==> config.mk <==
export PLATFORM = sky130hd
export DESIGN_NAME = beam_break_position_filter_top_flat
export DESIGN_NICKNAME = d
export VERILOG_FILES = /design/src/hw/rtl/bbpf_pkg.sv /design/src/hw/rtl/bbpf_if.sv /design/src/hw/rtl/beam_break_position_filter_top.sv /design/src/hw/rtl/bbpf_lane.sv /design/src/flat_wrapper.sv
export SDC_FILE = /design/constraint.sdc
export NUM_CORES = 1
export LEC_CHECK = 0
export BUFFER_PORTS_ARGS = -buffer_cell sky130_fd_sc_hd__buf_2
export CORE_UTILIZATION = 55
export CTS_BUF_LIST = sky130_fd_sc_hd__clkbuf_8 sky130_fd_sc_hd__clkbuf_16
export DETAILED_ROUTE_END_ITERATION = 8
export PLACE_DENSITY_LB_ADDON = 0.12
export SETUP_SLACK_MARGIN = 0.15
export SLEW_MARGIN = 25
export SYNTH_ARGS = -nofsm -noshare
export SYNTH_HDL_FRONTEND = slang
export SYNTH_SLANG_ARGS = --single-unit
==> constraint.sdc <==
create_clock -name clock -period 21.9 [get_ports clock]
set_clock_uncertainty 0.05 [all_clocks]
set_input_delay 6.57 -clock clock [delete_from_list [all_inputs] [get_ports clock]]
set_output_delay 6.57 -clock clock [all_outputs]
set_load 0.02 [all_outputs]
==> src/hw/rtl/bbpf_pkg.sv <==
// Shared types and constants of the beam break position filter.
package bbpf_pkg;

   localparam int X_IN_W  = 32;
   localparam int Y_IN_W  = 16;
   localparam int POS_X_W = 7;
   localparam int POS_Y_W = 6;
   localparam int CNT_W   = 8;
   localparam int STK_W   = 11;
   localparam int LIMIT_W = 10;
   localparam int STEP_W  = 5;
   localparam int CSR_IDX_W  = 2;
   localparam int CSR_DATA_W = 10;

   localparam logic [CSR_IDX_W-1:0] CSR_TRACK_MODE     = 2'd0;
   localparam logic [CSR_IDX_W-1:0] CSR_WINDOW_SAMPLES = 2'd1;
   localparam logic [CSR_IDX_W-1:0] CSR_STUCK_LIMIT    = 2'd2;

   localparam logic [CNT_W-1:0]   WINDOW_SAMPLES_RST = 8'd10;
   localparam logic [LIMIT_W-1:0] STUCK_LIMIT_RST    = 10'd500;

   typedef struct packed {
      logic              load;
      logic              run;
      logic              close;
      logic              clear_stuck;
      logic              track_mode;
      logic [STEP_W-1:0] step;
   } lane_ctrl_type;

   typedef enum logic [3:0] {
      ST_IDLE  = 4'b0001,
      ST_COUNT = 4'b0010,
      ST_CLOSE = 4'b0100,
      ST_EMIT  = 4'b1000
   } state_type;

endpackage

==> src/hw/rtl/bbpf_if.sv <==
// Handshake channel interfaces for beam samples and filtered results.
interface bbpf_req_if;
   import bbpf_pkg::*;
   logic              valid;
   logic              ready;
   logic [X_IN_W-1:0] x_beam_breaks;
   logic [Y_IN_W-1:0] y_beam_breaks;
   modport source (output valid, output x_beam_breaks, output y_beam_breaks, input ready);
   modport sink (input valid, input x_beam_breaks, input y_beam_breaks, output ready);
endinterface

interface bbpf_rsp_if;
   import bbpf_pkg::*;
   logic                      valid;
   logic                      ready;
   logic signed [POS_X_W-1:0] pos_x;
   logic signed [POS_Y_W-1:0] pos_y;
   logic [X_IN_W-1:0]         x_filtered_mask;
   logic [Y_IN_W-1:0]         y_filtered_mask;
   modport source (output valid, output pos_x, output pos_y, output x_filtered_mask,
                   output y_filtered_mask, input ready);
   modport sink (input valid, input pos_x, input pos_y, input x_filtered_mask,
                 input y_filtered_mask, output ready);
endinterface

==> src/hw/rtl/beam_break_position_filter_top.sv <==
// Top level of the beam break position filter: control sequencer, registers and result stage.
//
//   channel  direction  handshake         payload
//   req_port in         valid/ready       x_beam_breaks, y_beam_breaks
//   rsp_port out        valid/ready       pos_x, pos_y, x_filtered_mask, y_filtered_mask
//   csr      in         csr_wr_en only    csr_index, csr_data
//
// A counted sample walks N beam steps; a window-closing sample adds an emit step, where
// N = max(min(X_BEAMS,32), min(Y_BEAMS,16)); the lanes walk one beam per cycle.
// A closing sample waits in the emit step while the result register is full and not being taken.
// Synchronous reset clears counters, stuck state and result valid, sets held positions to ones
// and loads register defaults. req_port.ready is high only between samples.
module beam_break_position_filter_top #(
   parameter int X_BEAMS = 32,
   parameter int Y_BEAMS = 16
) (
   input  logic                            clock,
   input  logic                            reset,
   bbpf_req_if.sink                        req_port,
   bbpf_rsp_if.source                      rsp_port,
   input  logic                            csr_wr_en,
   input  logic [bbpf_pkg::CSR_IDX_W-1:0]  csr_index,
   input  logic [bbpf_pkg::CSR_DATA_W-1:0] csr_data
);
   import bbpf_pkg::*;

   localparam int DX    = (X_BEAMS < X_IN_W) ? X_BEAMS : X_IN_W;
   localparam int DY    = (Y_BEAMS < Y_IN_W) ? Y_BEAMS : Y_IN_W;
   localparam int NSTEP = (DX > DY) ? DX : DY;

   state_type           state_ff, state_in;
   logic [STEP_W-1:0]   step_ff, step_in;
   logic [CNT_W-1:0]    wpos_ff, wpos_in;
   logic                track_ff;
   logic [CNT_W-1:0]    wsamp_ff;
   logic [LIMIT_W-1:0]  limit_ff;
   logic [POS_X_W-1:0]  held_x_ff, held_x_in;
   logic [POS_Y_W-1:0]  held_y_ff, held_y_in;
   logic                rsp_valid_ff;
   logic [POS_X_W-1:0]  pos_x_ff;
   logic [POS_Y_W-1:0]  pos_y_ff;
   logic [X_IN_W-1:0]   xmask_ff;
   logic [Y_IN_W-1:0]   ymask_ff;

   logic                req_acc;
   logic                last_step;
   logic                rsp_space;
   logic                emit;
   lane_ctrl_type       ctrl;
   logic [X_IN_W-1:0]   x_mask;
   logic [Y_IN_W-1:0]   y_mask;
   logic                x_found, y_found;
   logic [POS_X_W-1:0]  x_pos;
   logic [POS_Y_W-1:0]  y_pos;

   assign req_port.ready = (state_ff == ST_IDLE);
   assign req_acc   = req_port.valid && req_port.ready;
   assign last_step = (step_ff == STEP_W'(NSTEP - 1));
   assign rsp_space = !rsp_valid_ff || rsp_port.ready;
   assign emit      = (state_ff == ST_EMIT) && rsp_space;

   always_comb begin
      ctrl.load        = req_acc;
      ctrl.run         = (state_ff == ST_COUNT) || (state_ff == ST_CLOSE);
      ctrl.close       = (state_ff == ST_CLOSE);
      ctrl.clear_stuck = csr_wr_en && (csr_index == CSR_TRACK_MODE);
      ctrl.track_mode  = track_ff;
      ctrl.step        = step_ff;
   end

   always_comb begin
      state_in = state_ff;
      step_in  = step_ff;
      wpos_in  = wpos_ff;
      case (state_ff)
         ST_IDLE: begin
            if (req_acc) begin
               step_in = '0;
               if (wpos_ff < wsamp_ff) begin
                  state_in = ST_COUNT;
                  wpos_in  = wpos_ff + CNT_W'(1);
               end else begin
                  state_in = ST_CLOSE;
                  wpos_in  = '0;
               end
            end
         end
         ST_COUNT: begin
            step_in = step_ff + STEP_W'(1);
            if (last_step) begin
               step_in  = '0;
               state_in = ST_IDLE;
            end
         end
         ST_CLOSE: begin
            step_in = step_ff + STEP_W'(1);
            if (last_step) begin
               step_in  = '0;
               state_in = ST_EMIT;
            end
         end
         ST_EMIT: begin
            if (rsp_space) begin
               state_in = ST_IDLE;
            end
         end
         default: begin
            state_in = ST_IDLE;
            step_in  = '0;
         end
      endcase
   end

   assign held_x_in = x_found ? x_pos : held_x_ff;
   assign held_y_in = y_found ? y_pos : held_y_ff;

   always_ff @(posedge clock) begin
      if (reset) begin
         state_ff     <= ST_IDLE;
         step_ff      <= '0;
         wpos_ff      <= '0;
         held_x_ff    <= '1;
         held_y_ff    <= '1;
         rsp_valid_ff <= 1'b0;
      end else begin
         state_ff <= state_in;
         step_ff  <= step_in;
         wpos_ff  <= wpos_in;
         if (emit) begin
            held_x_ff    <= held_x_in;
            held_y_ff    <= held_y_in;
            rsp_valid_ff <= 1'b1;
         end else if (rsp_port.ready) begin
            rsp_valid_ff <= 1'b0;
         end
      end
   end

   always_ff @(posedge clock) begin
      if (emit) begin
         pos_x_ff <= held_x_in;
         pos_y_ff <= held_y_in;
         xmask_ff <= x_mask;
         ymask_ff <= y_mask;
      end
   end

   always_ff @(posedge clock) begin
      if (reset) begin
         track_ff <= 1'b1;
         wsamp_ff <= WINDOW_SAMPLES_RST;
         limit_ff <= STUCK_LIMIT_RST;
      end else if (csr_wr_en) begin
         case (csr_index)
            CSR_TRACK_MODE:     track_ff <= csr_data[0];
            CSR_WINDOW_SAMPLES: wsamp_ff <= csr_data[CNT_W-1:0];
            CSR_STUCK_LIMIT:    limit_ff <= csr_data[LIMIT_W-1:0];
            default: ;
         endcase
      end
   end

   bbpf_lane #(
      .BEAMS (X_BEAMS),
      .IN_W  (X_IN_W),
      .POS_W (POS_X_W)
   ) u_lane_x (
      .clock       (clock),
      .reset       (reset),
      .ctrl        (ctrl),
      .load_bits   (req_port.x_beam_breaks),
      .threshold   (wsamp_ff >> 1),
      .stuck_limit (limit_ff),
      .mask        (x_mask),
      .found       (x_found),
      .pos         (x_pos)
   );

   bbpf_lane #(
      .BEAMS (Y_BEAMS),
      .IN_W  (Y_IN_W),
      .POS_W (POS_Y_W)
   ) u_lane_y (
      .clock       (clock),
      .reset       (reset),
      .ctrl        (ctrl),
      .load_bits   (req_port.y_beam_breaks),
      .threshold   (wsamp_ff >> 1),
      .stuck_limit (limit_ff),
      .mask        (y_mask),
      .found       (y_found),
      .pos         (y_pos)
   );

   assign rsp_port.valid           = rsp_valid_ff;
   assign rsp_port.pos_x           = pos_x_ff;
   assign rsp_port.pos_y           = pos_y_ff;
   assign rsp_port.x_filtered_mask = xmask_ff;
   assign rsp_port.y_filtered_mask = ymask_ff;

`ifndef SYNTHESIS
   a_accept_leaves_idle: assert property (@(posedge clock) disable iff (reset)
      req_acc |=> (state_ff != ST_IDLE))
      else $error("sequencer stayed idle after a transaction");

   a_rsp_from_emit: assert property (@(posedge clock) disable iff (reset)
      ($past(!reset) && $rose(rsp_valid_ff)) |-> $past(state_ff == ST_EMIT))
      else $error("result raised outside the emit step");

   a_held_from_emit: assert property (@(posedge clock) disable iff (reset)
      ($past(!reset) && !$stable(held_x_ff)) |-> $past(state_ff == ST_EMIT))
      else $error("held position changed outside the emit step");

   a_idle_step_zero: assert property (@(posedge clock) disable iff (reset)
      (state_ff == ST_IDLE) |-> (step_ff == '0))
      else $error("beam step counter not cleared between transactions");
`endif

endmodule

==> src/hw/rtl/bbpf_lane.sv <==
// One axis lane: rotating per-beam counters, stuck tracking and serial position search.
module bbpf_lane #(
   parameter int BEAMS = 32,
   parameter int IN_W  = 32,
   parameter int POS_W = 7
) (
   input  logic                         clock,
   input  logic                         reset,
   input  bbpf_pkg::lane_ctrl_type      ctrl,
   input  logic [IN_W-1:0]              load_bits,
   input  logic [bbpf_pkg::CNT_W-1:0]   threshold,
   input  logic [bbpf_pkg::LIMIT_W-1:0] stuck_limit,
   output logic [IN_W-1:0]              mask,
   output logic                         found,
   output logic [POS_W-1:0]             pos
);
   import bbpf_pkg::*;

   localparam int DEPTH = (BEAMS < IN_W) ? BEAMS : IN_W;

   logic [CNT_W-1:0] cnt_ff [DEPTH];
   logic [STK_W-1:0] stk_ff [DEPTH];
   logic             ign_ff [DEPTH];
   logic [IN_W-1:0]  bits_ff;
   logic [DEPTH-1:0] mask_ff;
   logic             found_ff;
   logic             pend_ff;
   logic [POS_W-1:0] pos_ff;

   logic             active;
   logic             step_en;
   logic             broken;
   logic [CNT_W-1:0] head_cnt_in;
   logic [STK_W-1:0] head_stk_in;
   logic             head_ign_in;
   logic             mbit;

   assign active  = ({1'b0, ctrl.step} < (STEP_W + 1)'(DEPTH));
   assign step_en = ctrl.run && active;
   assign broken  = cnt_ff[0] > threshold;

   always_comb begin
      head_cnt_in = cnt_ff[0] + CNT_W'(bits_ff[0]);
      head_stk_in = stk_ff[0];
      head_ign_in = ign_ff[0];
      mbit        = 1'b0;
      if (ctrl.close) begin
         head_cnt_in = '0;
         if (broken) begin
            if (!ctrl.track_mode) begin
               mbit = 1'b1;
            end else if (!ign_ff[0] && (stk_ff[0] < STK_W'(stuck_limit))) begin
               mbit        = 1'b1;
               head_stk_in = stk_ff[0] + STK_W'(1);
            end else begin
               head_ign_in = 1'b1;
            end
         end else if (ctrl.track_mode) begin
            head_stk_in = '0;
            head_ign_in = 1'b0;
         end
      end
   end

   always_ff @(posedge clock) begin
      if (reset) begin
         for (int i = 0; i < DEPTH; i++) begin
            cnt_ff[i] <= '0;
            stk_ff[i] <= '0;
            ign_ff[i] <= 1'b0;
         end
      end else if (step_en) begin
         for (int i = 0; i < DEPTH - 1; i++) begin
            cnt_ff[i] <= cnt_ff[i+1];
            stk_ff[i] <= stk_ff[i+1];
            ign_ff[i] <= ign_ff[i+1];
         end
         cnt_ff[DEPTH-1] <= head_cnt_in;
         stk_ff[DEPTH-1] <= head_stk_in;
         ign_ff[DEPTH-1] <= head_ign_in;
      end else if (ctrl.clear_stuck) begin
         for (int i = 0; i < DEPTH; i++) begin
            stk_ff[i] <= '0;
            ign_ff[i] <= 1'b0;
         end
      end
   end

   always_ff @(posedge clock) begin
      if (ctrl.load) begin
         bits_ff <= load_bits;
         mask_ff <= '0;
      end else if (step_en) begin
         bits_ff <= bits_ff >> 1;
         if (ctrl.close) begin
            mask_ff <= {mbit, mask_ff[DEPTH-1:1]};
         end
      end
   end

   always_ff @(posedge clock) begin
      if (reset) begin
         found_ff <= 1'b0;
         pend_ff  <= 1'b0;
      end else if (ctrl.load) begin
         found_ff <= 1'b0;
         pend_ff  <= 1'b0;
      end else if (step_en && ctrl.close) begin
         if (pend_ff) begin
            pend_ff <= 1'b0;
         end else if (!found_ff && mbit) begin
            found_ff <= 1'b1;
            pend_ff  <= 1'b1;
         end
      end
   end

   always_ff @(posedge clock) begin
      if (step_en && ctrl.close) begin
         if (pend_ff) begin
            pos_ff <= pos_ff | POS_W'(mbit);
         end else if (!found_ff && mbit) begin
            pos_ff <= POS_W'({ctrl.step, 1'b0});
         end
      end
   end

   assign mask  = IN_W'(mask_ff);
   assign found = found_ff;
   assign pos   = pos_ff;

endmodule

==> src/flat_wrapper.sv <==
// flat-port wrapper written by rule: the top's interface ports become plain ports
module beam_break_position_filter_top_flat import bbpf_pkg::*;
#(
   parameter int X_BEAMS = 32,
   parameter int Y_BEAMS = 16
)
  (clock, reset, csr_wr_en, csr_index, csr_data, req_port_valid, req_port_x_beam_breaks, req_port_y_beam_breaks, req_port_ready, rsp_port_valid, rsp_port_pos_x, rsp_port_pos_y, rsp_port_x_filtered_mask, rsp_port_y_filtered_mask, rsp_port_ready);
  bbpf_req_if req_port_i ();
  bbpf_rsp_if rsp_port_i ();
  input  logic clock;
  input  logic reset;
  input  logic csr_wr_en;
  input  logic [bbpf_pkg::CSR_IDX_W-1:0] csr_index;
  input  logic [bbpf_pkg::CSR_DATA_W-1:0] csr_data;
  input wire logic [$bits(req_port_i.valid)-1:0] req_port_valid;
  input wire logic [$bits(req_port_i.x_beam_breaks)-1:0] req_port_x_beam_breaks;
  input wire logic [$bits(req_port_i.y_beam_breaks)-1:0] req_port_y_beam_breaks;
  output wire logic [$bits(req_port_i.ready)-1:0] req_port_ready;
  output wire logic [$bits(rsp_port_i.valid)-1:0] rsp_port_valid;
  output wire logic [$bits(rsp_port_i.pos_x)-1:0] rsp_port_pos_x;
  output wire logic [$bits(rsp_port_i.pos_y)-1:0] rsp_port_pos_y;
  output wire logic [$bits(rsp_port_i.x_filtered_mask)-1:0] rsp_port_x_filtered_mask;
  output wire logic [$bits(rsp_port_i.y_filtered_mask)-1:0] rsp_port_y_filtered_mask;
  input wire logic [$bits(rsp_port_i.ready)-1:0] rsp_port_ready;
  assign req_port_i.valid = req_port_valid;
  assign req_port_i.x_beam_breaks = req_port_x_beam_breaks;
  assign req_port_i.y_beam_breaks = req_port_y_beam_breaks;
  assign req_port_ready = req_port_i.ready;
  assign rsp_port_valid = rsp_port_i.valid;
  assign rsp_port_pos_x = rsp_port_i.pos_x;
  assign rsp_port_pos_y = rsp_port_i.pos_y;
  assign rsp_port_x_filtered_mask = rsp_port_i.x_filtered_mask;
  assign rsp_port_y_filtered_mask = rsp_port_i.y_filtered_mask;
  assign rsp_port_i.ready = rsp_port_ready;
  beam_break_position_filter_top #(.X_BEAMS(X_BEAMS), .Y_BEAMS(Y_BEAMS)) u_core (.clock(clock), .reset(reset), .req_port(req_port_i), .rsp_port(rsp_port_i), .csr_wr_en(csr_wr_en), .csr_index(csr_index), .csr_data(csr_data));
endmodule
==> impl_metrics.yaml <==
finish:
  multi_input_area_um2: 11400
  final_common_cell: "edfxtp_1"
  fillers: 5970
  syn_to_final_growth_pct: 12.3
  regArea_um2: 31600
  fin_cells: 4563
  final_cell_mix: "edfxtp_1, and2_1, nand2_1"
  drive_above_1_share_pct: 10.3
  finalNetCount: 3524
  final_util_pct: 62.4
placement:
  io_buffers: 127
  hpwl_um: 44500
  place_congestion: 0.865
  dpl.cell_count: 4341
synthesis:
  synth_top_area_share_pct: 54.2
  synth_xor_area_share_pct: 0.419
  yosys-top-cells-area: "edfxtp_1, dfxtp_1, and2_1"
  ys_seq_area_share_pct: 72.0
  synthAdderAreaFrac_pct: 1.37
  synth-edff-count: 793
  yosys.area_share.simple_pct: 17.4
  muxShareOfSynthArea_pct: 0.467
  synth-compound-area-share_pct: 6.24
  synth_top_area_cell: "edfxtp_1"
  synthFlopType: "edfxtp_1"
  async_reset_ff_share_pct: 0
  synth_top_family_by_area: "simple AND/OR/NAND/NOR gates"
  syn-cell-area_um2: 43900
  avgSynthCellArea_um2: 13.1
  synth_cell_types: 59
  synth_cells: 3342
  yosysWarnings: 0
  syn_nets: 3455
  synth-seq-cells: 1183
timing:
  final.setup.tns_ps: 0
  rsz0062_at_grt: "no"
  setup_violations: 0
  timing.fmax_mhz: 106
  post-route-period-util_pct: 43.2
  max-slew-margin-rel_pct: 31.6
  worst_pin_slew_ps: 1020
  slew_violations: 0
  hold_viol: 0
  period_needed_ps: 9470
  hold_slack_ps: 376
setup_path:
  cp.required_ps: 22430
  critical_path.cell_chain: "clkbuf_8 > nor3_1 > nand2b_1 > nor2_4 > buf_4 > buf_6 > nand4b_1 > or4_1 > o21ai_0"
  cpMaxStageDelayCell: "buf_4"
  reg2reg_depth: 8
  cp_slowest_stage_delay_ps: 710
  path_depth: 9
  arrival_ps: 10000
  worst-path-max-fanout: 135
  worstPathBufferInverterCount: 3
  critPathKind: "in2reg"
  endpoint_kind: "flip-flop"
  start_kind: "input pin"
  crit_family: "buffers and inverters"
grt:
  grtUsageTotal_pct: 19.0
  grt_pass1_vias: 23400
  antenna_found_initial: 3
  grt_pass1_wl_um: 125000
  grt_max_degree: 283
  globalRouteOverflowTotal: 0
floorplanning:
  pin_count: 128
  die_w_um: 285
  rows: 103
  die_y_um: 285
  fp.dieArea_um2: 81000
  core_um2: 79000
  start_util_pct: 55.6
flow_run:
  cap_viol_max_count: 0
cts:
  htree_levels: 3
  post_cts_resized: 0
  cts_tree: "built"
  numCtsBuffers: 115
  clockBufferDepth: 3
  clk_pin_slew_ps: 60
  root_buffer: "clkbuf_16"
  hold_buffers: 0
  clock_sinks: 1183
  post-cts-setup-buffer-count: 0
  insertion_delay_ps: 680
power:
  p_leak_nw: 18.8
  power_density_nw_per_um2: 94.1
  comb_power_share_pct: 3.7
  ir_drop_uv: 69.1
  switching_power_mw: 0.992
  p_seq_share_pct: 54.4
  internal_power_mw: 3.65
  p_sw_share_pct: 21.4
  clkPwrFrac_pct: 41.9
routing:
  drt-wirelength-per-cell_um: 16.9
  drc: 0
  detail-route-antenna-nets: 0
  drt_wl_total_um: 77100
  via_per_inst: 5.34
  first_pass_iters: 6
  vias: 24400
  first_iter_violations: 1975
min_path:
  min_path_cells: 2
  hp-class: "reg2reg"
outcome:
  status: "finished clean"
[synth_stat cells (all sizes together), types with 6 or more instances]
| cell | instances |
|---|---|
| edfxtp | 793 |
| and2 | 532 |
| nand2 | 458 |
| dfxtp | 390 |
| clkbuf | 169 |
| nor2b | 161 |
| a22o | 157 |
| nand3 | 151 |
| a21oi | 128 |
| nor2 | 64 |
| ha | 48 |
| buf | 36 |
| inv | 32 |
| a211o | 19 |
| o21ai | 19 |
| nand2b | 14 |
| nor3 | 14 |
| o211ai | 14 |
| xor2 | 14 |
| mux2 | 12 |
| and3 | 11 |
| nand4 | 10 |
| mux2i | 7 |
| nand3b | 7 |
| or3 | 7 |
| or4 | 7 |
| xnor2 | 7 |
| a211oi | 6 |
| nor4 | 6 |
[layout make-up]
type / instances / share of cell area [%]
repair buffers: 157 / 1.97
multi-input cells: 1922 / 23.2
clock inverters: 83 / 1.33
clock buffers: 134 / 6.46
diodes: 2 / 0.0101
inverters: 32 / 0.254
well taps: 1050 / 2.66
flip-flops and latches: 1183 / 64.1
[routing by layer]
| metal | global-route usage (%) | routed length [um] | up-vias |
|---|---|---|---|
| met5 | 0 | 0 | - |
| met1 | 29.3 | 38700 | 11900 |
| met3 | 3.54 | 4120 | 113 |
| li1 | - | - | 11800 |
| met2 | 27.3 | 32700 | 537 |
| met4 | 5.77 | 1560 | 0 |
[power by group through the flow]
| stage | Sequential [mW] | Clock [mW] | Combinational [mW] |
|---|---|---|---|
| 2_1_floorplan | 2.57 | 0 | 0.123 |
| 3_3_place_gp | 2.57 | 0 | 0.167 |
| 3_5_place_dp | 2.57 | 0 | 0.173 |
| 4_1_cts | 2.52 | 1.99 | 0.175 |
| 5_1_grt | 2.53 | 2.08 | 0.195 |
| 6_report | 2.52 | 1.94 | 0.173 |
[path summary, 6_finish.rpt]
check / from / endpoint / slack, ps
max: reset / u_core.u_lane_y.stk_ff[1][87] / 12430
min: u_core.u_lane_y.stk_ff[1][74] / u_core.u_lane_y.stk_ff[1][63] / 380
max reg2reg: u_core.state_ff[3] / u_core.u_lane_y.stk_ff[1][87] / 18320
min reg2reg: u_core.u_lane_y.stk_ff[1][74] / u_core.u_lane_y.stk_ff[1][63] / 380
[worst register-to-register path: stages (launching register included)]
cell and delay, ps:
dfxtp_1 410, nor3_1 310, nand2b_1 350, nor2_4 160, buf_4 710, buf_6 720
nand4b_1 200, or4_1 410, o21ai_0 160
[cells by family after synthesis]
kind of cell | Yosys count
xor gates and xnor gates | 21
muxes | 19
adders and majority gates | 48
buffers and inverters | 237
DFF | 1183
AOI/OAI and AO/OA | 380
and+or+nand+nor | 1454
[flip-flops by register name, summed over array words and instances (netlist names), 32 cells and up]
register / cells
u_core.u_lane_y.stk_ff: 176
u_core.u_lane_x.stk_ff: 352
u_core.u_lane_x.mask: 32
u_core.u_lane_x.cnt_ff: 256
u_core.rsp_port.x_filtered_mask: 32
u_core.u_lane_y.cnt_ff: 128
u_core.u_lane_x.bits_ff: 32
u_core.u_lane_x.ign_ff: 32
[metrics by stage]
| step | cell area [um2] | worst slack (ps) | power (mW) |
|---|---|---|---|
| 3_5_place_dp | 45400 | 11520 | 2.74 |
| 4_1_cts | 49200 | 12230 | 4.69 |
| 5_1_grt | 49300 | 12120 | 4.80 |
| 2_1_floorplan | 43900 | 7670 | 2.69 |
| 3_3_place_gp | 45400 | 11500 | 2.74 |
| 6_report | 49300 | 12430 | 4.64 |
(Power assumes the default switching activity.)
